**config.mk**
```make
export PLATFORM = sky130hd
export DESIGN_NAME = deadline_timer_table_core
export DESIGN_NICKNAME = d
export VERILOG_FILES = /design/src/rtl/core/dtt_pkg.sv /design/src/rtl/core/dtt_ctrl.sv /design/src/rtl/core/dtt_datapath.sv /design/src/rtl/core/deadline_timer_table_core.sv
export SDC_FILE = /design/constraint.sdc
export NUM_CORES = 2
export LEC_CHECK = 0
export ABC_AREA = 0
export BUFFER_PORTS_ARGS = -buffer_cell sky130_fd_sc_hd__buf_2
export CAP_MARGIN = 5
export CORE_MARGIN = 4
export CORE_UTILIZATION = 30
export DETAILED_ROUTE_END_ITERATION = 6
export SLEW_MARGIN = 20
export SYNTH_ARGS = -nofsm -noshare
export SYNTH_HDL_FRONTEND = slang
export SYNTH_SLANG_ARGS = --single-unit
```
**constraint.sdc**
```tcl
create_clock -name clk -period 15.6 [get_ports clk]
set_input_delay 3.12 -clock clk [delete_from_list [all_inputs] [get_ports clk]]
set_output_delay 3.12 -clock clk [all_outputs]
set_load 0.05 [all_outputs]
```
**src/rtl/core/dtt_pkg.sv**
```systemverilog
// Shared types, request and status codes, and sizing constants for the deadline timer table.
package dtt_pkg;

  // Table size and tick fan-out limit.
  localparam int NUM_SLOTS = 16;
  localparam int MAX_FIRES = 16;
  localparam int IDX_W     = (NUM_SLOTS > 1) ? $clog2(NUM_SLOTS) : 1;
  localparam int CNT_W     = $clog2(MAX_FIRES + 1);
  localparam int TIME_W    = 48;
  localparam int DELAY_W   = 32;

  // Request codes.
  localparam logic [2:0] REQ_TICK   = 3'd0;
  localparam logic [2:0] REQ_SET    = 3'd1;
  localparam logic [2:0] REQ_ADD    = 3'd2;
  localparam logic [2:0] REQ_REMOVE = 3'd3;
  localparam logic [2:0] REQ_UPDATE = 3'd4;

  // Status codes.
  localparam logic [1:0] ST_OK         = 2'd0;
  localparam logic [1:0] ST_ACTIVE     = 2'd1;
  localparam logic [1:0] ST_FIRED      = 2'd2;
  localparam logic [1:0] ST_NOT_ACTIVE = 2'd3;

  // One input request.
  typedef struct packed {
    logic [2:0]         req_type;
    logic [3:0]         slot_id;
    logic [DELAY_W-1:0] delay_ms;
    logic [TIME_W-1:0]  now_ms;
  } in_req_t;

  // One result.
  typedef struct packed {
    logic [1:0] status;
    logic       fired_valid;
    logic [3:0] fired_slot;
    logic       last;
  } out_res_t;

  // Commands from the controller to the datapath.
  typedef struct packed {
    logic load;
    logic exec;
    logic scan_step;
    logic scan_flush;
  } dtt_cmd_t;

  // Status from the datapath to the controller.
  typedef struct packed {
    logic in_is_tick;
    logic out_free;
    logic idx_last;
  } dtt_stat_t;

endpackage

```
**src/rtl/core/dtt_ctrl.sv**
```systemverilog
// Controller state machine that sequences single-slot requests and tick scans.
module dtt_ctrl (
  input  logic                clk,
  input  logic                rst_n,
  input  logic                in_valid,
  output logic                in_stall,
  input  dtt_pkg::dtt_stat_t  stat,
  output dtt_pkg::dtt_cmd_t   cmd
);

  localparam logic [1:0] S_IDLE  = 2'd0;
  localparam logic [1:0] S_EXEC  = 2'd1;
  localparam logic [1:0] S_SCAN  = 2'd2;
  localparam logic [1:0] S_FLUSH = 2'd3;

  logic [1:0] state_r;
  logic [1:0] state_nxt;

  // Requests are taken only between items.
  assign in_stall = (state_r != S_IDLE);

  // Next state and command decode.
  always_comb begin
    state_nxt      = state_r;
    cmd.load       = 1'b0;
    cmd.exec       = 1'b0;
    cmd.scan_step  = 1'b0;
    cmd.scan_flush = 1'b0;
    unique case (state_r)
      S_IDLE: begin
        if (in_valid) begin
          cmd.load  = 1'b1;
          state_nxt = stat.in_is_tick ? S_SCAN : S_EXEC;
        end
      end
      S_EXEC: begin
        if (stat.out_free) begin
          cmd.exec  = 1'b1;
          state_nxt = S_IDLE;
        end
      end
      S_SCAN: begin
        if (stat.out_free) begin
          cmd.scan_step = 1'b1;
          if (stat.idx_last) begin
            state_nxt = S_FLUSH;
          end
        end
      end
      S_FLUSH: begin
        if (stat.out_free) begin
          cmd.scan_flush = 1'b1;
          state_nxt      = S_IDLE;
        end
      end
      default: begin
        state_nxt = S_IDLE;
      end
    endcase
  end

  // State register.
  always_ff @(posedge clk) begin
    if (!rst_n) begin
      state_r <= S_IDLE;
    end else begin
      state_r <= state_nxt;
    end
  end

endmodule

```
**src/rtl/core/dtt_datapath.sv**
```systemverilog
// Datapath holding the slot table, the scan counter, the pending fire and the result register.
module dtt_datapath (
  input  logic                clk,
  input  logic                rst_n,
  input  dtt_pkg::in_req_t    in_data,
  input  dtt_pkg::dtt_cmd_t   cmd,
  output dtt_pkg::dtt_stat_t  stat,
  output logic                out_valid,
  input  logic                out_stall,
  output dtt_pkg::out_res_t   out_data
);

  localparam int IDX_W  = dtt_pkg::IDX_W;
  localparam int CNT_W  = dtt_pkg::CNT_W;
  localparam int TIME_W = dtt_pkg::TIME_W;

  // Slot table.
  logic [dtt_pkg::NUM_SLOTS-1:0] active_r;
  logic [dtt_pkg::NUM_SLOTS-1:0] active_nxt;
  logic [TIME_W-1:0]             deadline_r [dtt_pkg::NUM_SLOTS];
  logic                          dl_we;
  logic [TIME_W-1:0]             dl_wdata;

  // Captured request.
  dtt_pkg::in_req_t req_r;

  // Scan state.
  logic [IDX_W-1:0] idx_r;
  logic [IDX_W-1:0] idx_nxt;
  logic [CNT_W-1:0] cnt_r;
  logic [CNT_W-1:0] cnt_nxt;
  logic             pend_v_r;
  logic             pend_v_nxt;
  logic [IDX_W-1:0] pend_slot_r;
  logic [IDX_W-1:0] pend_slot_nxt;

  // Result register.
  logic               out_valid_r;
  dtt_pkg::out_res_t  out_data_r;
  logic               emit;
  dtt_pkg::out_res_t  emit_data;

  // Single-slot request arithmetic.
  logic [IDX_W-1:0]  slot_idx;
  logic              slot_in_range;
  logic [TIME_W:0]   dl_sum;
  logic [TIME_W-1:0] dl_sat;
  logic              cur_due;
  logic              sat_due;
  logic              scan_hit;

  assign slot_idx      = IDX_W'(req_r.slot_id);
  assign slot_in_range = (int'(req_r.slot_id) < dtt_pkg::NUM_SLOTS);
  assign dl_sum        = {1'b0, req_r.now_ms} + (TIME_W + 1)'(req_r.delay_ms);
  assign dl_sat        = dl_sum[TIME_W] ? {TIME_W{1'b1}} : dl_sum[TIME_W-1:0];
  assign cur_due       = (deadline_r[slot_idx] <= req_r.now_ms);
  assign sat_due       = (dl_sat <= req_r.now_ms);

  // A slot fires on tick when armed, due, and the per-tick limit is not reached.
  assign scan_hit = active_r[idx_r] && (deadline_r[idx_r] <= req_r.now_ms) &&
                    (cnt_r < CNT_W'(dtt_pkg::MAX_FIRES));

  // Status to the controller.
  assign stat.in_is_tick = (in_data.req_type == dtt_pkg::REQ_TICK);
  assign stat.out_free   = !out_valid_r || !out_stall;
  assign stat.idx_last   = (idx_r == IDX_W'(dtt_pkg::NUM_SLOTS - 1));

  // Table updates and result generation.
  always_comb begin
    active_nxt    = active_r;
    dl_we         = 1'b0;
    dl_wdata      = dl_sat;
    idx_nxt       = idx_r;
    cnt_nxt       = cnt_r;
    pend_v_nxt    = pend_v_r;
    pend_slot_nxt = pend_slot_r;
    emit          = 1'b0;
    emit_data     = '{status: dtt_pkg::ST_OK, fired_valid: 1'b0, fired_slot: 4'd0,
                      last: 1'b1};

    if (cmd.load) begin
      // A new request restarts the scan bookkeeping.
      idx_nxt    = '0;
      cnt_nxt    = '0;
      pend_v_nxt = 1'b0;
    end

    if (cmd.exec) begin
      emit = 1'b1;
      priority if (req_r.req_type > dtt_pkg::REQ_UPDATE) begin
        emit_data.status = dtt_pkg::ST_OK;
      end else if (!slot_in_range) begin
        emit_data.status = dtt_pkg::ST_NOT_ACTIVE;
      end else if (req_r.req_type == dtt_pkg::REQ_SET) begin
        dl_we            = 1'b1;
        emit_data.status = dtt_pkg::ST_OK;
      end else if (req_r.req_type == dtt_pkg::REQ_ADD) begin
        if (active_r[slot_idx]) begin
          emit_data.status = dtt_pkg::ST_ACTIVE;
        end else if (cur_due) begin
          emit_data.status      = dtt_pkg::ST_FIRED;
          emit_data.fired_valid = 1'b1;
          emit_data.fired_slot  = req_r.slot_id;
        end else begin
          active_nxt[slot_idx] = 1'b1;
          emit_data.status     = dtt_pkg::ST_OK;
        end
      end else if (req_r.req_type == dtt_pkg::REQ_REMOVE) begin
        if (active_r[slot_idx]) begin
          active_nxt[slot_idx] = 1'b0;
          emit_data.status     = dtt_pkg::ST_OK;
        end else begin
          emit_data.status = dtt_pkg::ST_NOT_ACTIVE;
        end
      end else begin
        // Update: disarm, store the new deadline, then add against it.
        dl_we = 1'b1;
        if (sat_due) begin
          active_nxt[slot_idx]  = 1'b0;
          emit_data.status      = dtt_pkg::ST_FIRED;
          emit_data.fired_valid = 1'b1;
          emit_data.fired_slot  = req_r.slot_id;
        end else begin
          active_nxt[slot_idx] = 1'b1;
          emit_data.status     = dtt_pkg::ST_OK;
        end
      end
    end

    if (cmd.scan_step) begin
      // Each hit pushes out the previous one, so the final hit can carry last.
      idx_nxt = idx_r + IDX_W'(1);
      if (scan_hit) begin
        active_nxt[idx_r] = 1'b0;
        cnt_nxt           = cnt_r + CNT_W'(1);
        pend_v_nxt        = 1'b1;
        pend_slot_nxt     = idx_r;
        if (pend_v_r) begin
          emit                  = 1'b1;
          emit_data.fired_valid = 1'b1;
          emit_data.fired_slot  = 4'(pend_slot_r);
          emit_data.last        = 1'b0;
        end
      end
    end

    if (cmd.scan_flush) begin
      // Final tick result: the held hit, or a plain result when nothing fired.
      emit       = 1'b1;
      pend_v_nxt = 1'b0;
      if (pend_v_r) begin
        emit_data.fired_valid = 1'b1;
        emit_data.fired_slot  = 4'(pend_slot_r);
      end
    end
  end

  // Control state and the slot table.
  always_ff @(posedge clk) begin
    if (!rst_n) begin
      active_r    <= '0;
      out_valid_r <= 1'b0;
      pend_v_r    <= 1'b0;
      idx_r       <= '0;
      cnt_r       <= '0;
      for (int i = 0; i < dtt_pkg::NUM_SLOTS; i++) begin
        deadline_r[i] <= '0;
      end
    end else begin
      active_r    <= active_nxt;
      out_valid_r <= emit | (out_valid_r & out_stall);
      pend_v_r    <= pend_v_nxt;
      idx_r       <= idx_nxt;
      cnt_r       <= cnt_nxt;
      if (dl_we) begin
        deadline_r[slot_idx] <= dl_wdata;
      end
    end
  end

  // Payload registers.
  always_ff @(posedge clk) begin
    if (cmd.load) begin
      req_r <= in_data;
    end
    pend_slot_r <= pend_slot_nxt;
    if (emit) begin
      out_data_r <= emit_data;
    end
  end

  assign out_valid = out_valid_r;
  assign out_data  = out_data_r;

endmodule

```
**src/rtl/core/deadline_timer_table_core.sv**
```systemverilog
// Top level of the deadline timer table: controller plus datapath.
//
// A table of NUM_SLOTS timer slots, each with an armed mark and a 48-bit
// absolute deadline in milliseconds. One request is handled at a time. Set,
// add, remove, update and unknown requests each give one result. A tick
// walks the table one slot per cycle while the result register has room,
// through a single deadline comparator, and gives one result per fired
// slot (lowest slot first, at most MAX_FIRES) or one plain result when
// none fired; the last result is marked. The next request is accepted as
// soon as the previous one has handed its final result to the result
// register, even if that result has not yet been taken.
module deadline_timer_table_core (
  input  logic               clk,
  input  logic               rst_n,
  input  logic               in_valid,
  output logic               in_stall,
  input  dtt_pkg::in_req_t   in_data,
  output logic               out_valid,
  input  logic               out_stall,
  output dtt_pkg::out_res_t  out_data
);

  dtt_pkg::dtt_cmd_t  cmd;
  dtt_pkg::dtt_stat_t stat;

  // Sequencer.
  dtt_ctrl u_ctrl (
    .clk      (clk),
    .rst_n    (rst_n),
    .in_valid (in_valid),
    .in_stall (in_stall),
    .stat     (stat),
    .cmd      (cmd)
  );

  // Table and result path.
  dtt_datapath u_datapath (
    .clk       (clk),
    .rst_n     (rst_n),
    .in_data   (in_data),
    .cmd       (cmd),
    .stat      (stat),
    .out_valid (out_valid),
    .out_stall (out_stall),
    .out_data  (out_data)
  );

endmodule
```
==> metrics.txt <==
fmax 129 MHz; clk_lat worst skew 730 ps; clock buffer depth 3; RSZ-0062 raised after global routing false; Worst Setup End Kind flip-flop; overall die width 413 µm; Comb power frac 0.167; Final Wtd Congestion 0.931; Sw Share 0.287; Area contributors post-synth edfxtp_1, mux4_2, nor2_1; relative slew slack 0.219; final cell count without fillers 5806; Max Cap Viol 0; Crit Path Class reg2reg; first-pass GRT wire length 237 mm; pwr/cell area 113 nW/µm²; Detail Placement HPWL 98.7 mm; register area share after synthesis 0.545; Net Switching 1.79 mW; most common cell in the synthesized netlist nor2_1; Setup TNS 0 ps; clock-pin slew on the worst setup and hold paths 60 ps; fillers 15643; vias in the first global route 32860; largest area contributor in the netlist edfxtp_1; clock sink count 904; Root Driver clkbuf_16; post-route ant nets 0; initial core utilization 0.302; hold_buf cts 0; Sequential Power Share 0.454; flop and latch count out of synthesis 904; Overflow after GRT 0; Via Count 33589; Final period util 0.496; LEAKAGE 19.5 nW; Clock Power Share 0.379; Commonest cells post-synth nor2_1, edfxtp_1, mux4_2, clkbuf_1, ha_1; worst-path fanout max 25; final setup vio count 0; Netlist Area Pre-Place 49100 µm²; CTS Buf Count 99; Final Hold Vio Count 0; largest net degree at the start of global routing 126; Syn Area/Cell 13.8 µm²; Distinct cells, synth 77; synth warn 0; drt first pass iters 6; Hold Crit Class reg2reg; post-route core utilization 0.340; syn_nets 3812; IO buf count 100; P&R area growth vs syn 12.8%; layout cell share with drive strength beyond 1 0.249; Vias/cell 5.79; overall routing resource usage 0.192; Period minus WS final 7750 ps; Post-CTS Setup Bufs 0; Main synth FF type edfxtp_1; initial antenna violation count 7; Die Y 413 µm; DR iter-0 viols 4769; Yosys top cell area share 0.530; die area 170000 µm²; core area 163000 µm²; EDFF count, synth 867; post-CTS sizing 0; Wirelength per Cell 28.7 µm; placed cell count 5623; startpoint types flip-flop; Internal Power 4.46 mW; DRC 0; worst slew pin tran 1170 ps; VDD IR max 0.0955 mV; row count 148; worst path required time 16180 ps; TritonCTS clock tree yes; outcome complete, no violations; Layout Skew 67.3 ps; Critical Path AT 8320 ps; Overall Power 6.25 mW; pins over their slew limit 0; Routed WL 167 mm; IO Pins 101; Layout Nets 3805; Synth async-reset ratio 0; H-tree levels 3; post-synthesis cell count 3556
## cells by family after synthesis
group / after synthesis / share of synthesized area
xor gates and xnor gates: 40 / 0.00713
AOI/OAI and AO/OA: 381 / 0.0512
and+or+nand+nor: 1195 / 0.0997
DFF: 904 / 0.545
muxes: 493 / 0.225
buffers and inverters: 378 / 0.0294
adders and majority gates: 165 / 0.0422
## sequential cells by signal, summed over array words and instances (netlist names), named ones only
name / flops
u_datapath.req_r: 83
u_datapath.slot_idx: 4
u_datapath.pend_v_r: 1
u_datapath.out_valid: 1
u_datapath.active_r: 16
u_datapath.cnt_r: 5
u_datapath.out_data: 8
u_datapath.deadline_r: 768
u_datapath.pend_slot_r: 4
u_ctrl.state_r: 2
u_datapath.idx_r: 4
## layout make-up
| type | instances | area, µm² | share of cell area |
|---|---|---|---|
| multi-input cells | 2274 | 21200 | 0.383 |
| inverters | 104 | 393 | 0.00709 |
| repair buffers | 166 | 1040 | 0.0187 |
| flip-flops and latches | 904 | 26800 | 0.484 |
| well taps | 2175 | 2720 | 0.0491 |
| clock inverters | 55 | 596 | 0.0107 |
| diodes | 1 | 2.50 | 0.0000452 |
| clock buffers | 127 | 2630 | 0.0474 |
## cell usage in the layout, fill, tap and decap left out, types with 7 or more instances in the layout
cell,synthesis,routed
nand2_1,146,114
buf_2,12,100
o211ai_1,19,19
a31oi_1,23,23
nor3_1,21,21
o21a_1,8,8
a21oi_1,113,112
clkbuf_16,0,101
inv_1,103,103
a211oi_1,16,16
nor2_1,871,844
nor2b_1,14,14
nand3_1,41,41
mux4_2,490,490
nand2_4,0,32
xnor2_1,27,27
edfxtp_1,867,867
a211oi_2,13,13
or3_1,7,7
o31ai_1,14,13
and2_1,6,7
o21ai_0,91,91
dfxtp_1,37,29
clkinv_1,1,14
a21o_1,15,15
clkbuf_1,230,26
nor4_1,14,14
dfxtp_4,0,8
a32o_1,12,12
ha_1,164,164
and3_1,12,12
xor2_1,13,13
nor2_2,0,27
nand4_1,32,32
clkinv_2,0,15
bufinv_16,0,7
buf_4,0,62
## metal layers
metal  vias to the layer above  wire length (µm)  GRT usage
li1                      13712                 -          -
met1                     17306             64900      0.265
met2                      2256             77000      0.302
met3                       313             19100     0.0425
met4                         2              5600     0.0635
met5                         -                13          0
## power by group through the flow
stage	combinational [mW]	clock [mW]	sequential, mW
6_report	1.04	2.37	2.84
2_1_floorplan	0.712	0	2.84
4_1_cts	1.03	2.39	2.84
5_1_grt	1.12	2.50	2.85
3_3_place_gp	1.02	0	2.88
3_5_place_dp	1.03	0	2.89
## through the flow
stage	hold slack, ps	cell area, µm²	worst slack [ps]
after floorplan	432	49100	9430
after global placement	441	52100	7960
after detailed placement	444	52100	7960
after CTS	452	55400	7990
after global routing	467	55400	7560
final	453	55400	7850
## final timing paths
kind / slack [ps] / cells after the start / startpoint / endpoint
min reg2reg: 450 / 2 / u_datapath.cnt_r[4]$_SDFF_PN0_ / u_datapath.cnt_r[4]$_SDFF_PN0_
max: 7850 / 21 / u_datapath.req_r[0]$_DFFE_PP_ / u_datapath.active_r[12]$_SDFF_PN0_
max reg2reg: 7850 / 21 / u_datapath.req_r[0]$_DFFE_PP_ / u_datapath.active_r[12]$_SDFF_PN0_
min: 450 / 2 / u_datapath.cnt_r[4]$_SDFF_PN0_ / u_datapath.cnt_r[4]$_SDFF_PN0_
## critical path, stage by stage, from the launching register on
cell and delay (ps):
edfxtp_1 490, ha_1 310, fa_1 470, a211oi_2 280
o21ai_2 130, a21boi_4 240, o21ai_2 150, a41oi_2 660
nor2_4 320, buf_4 360, nor2_1 880, inv_1 110
ha_1 310, nand3_1 70, or2_2 290, or4_1 610
a31oi_1 420, and4_1 300, o211a_1 610, a31oi_1 180
o31a_1 140, a311oi_1 210
Power figures use the tool's default switching activity.
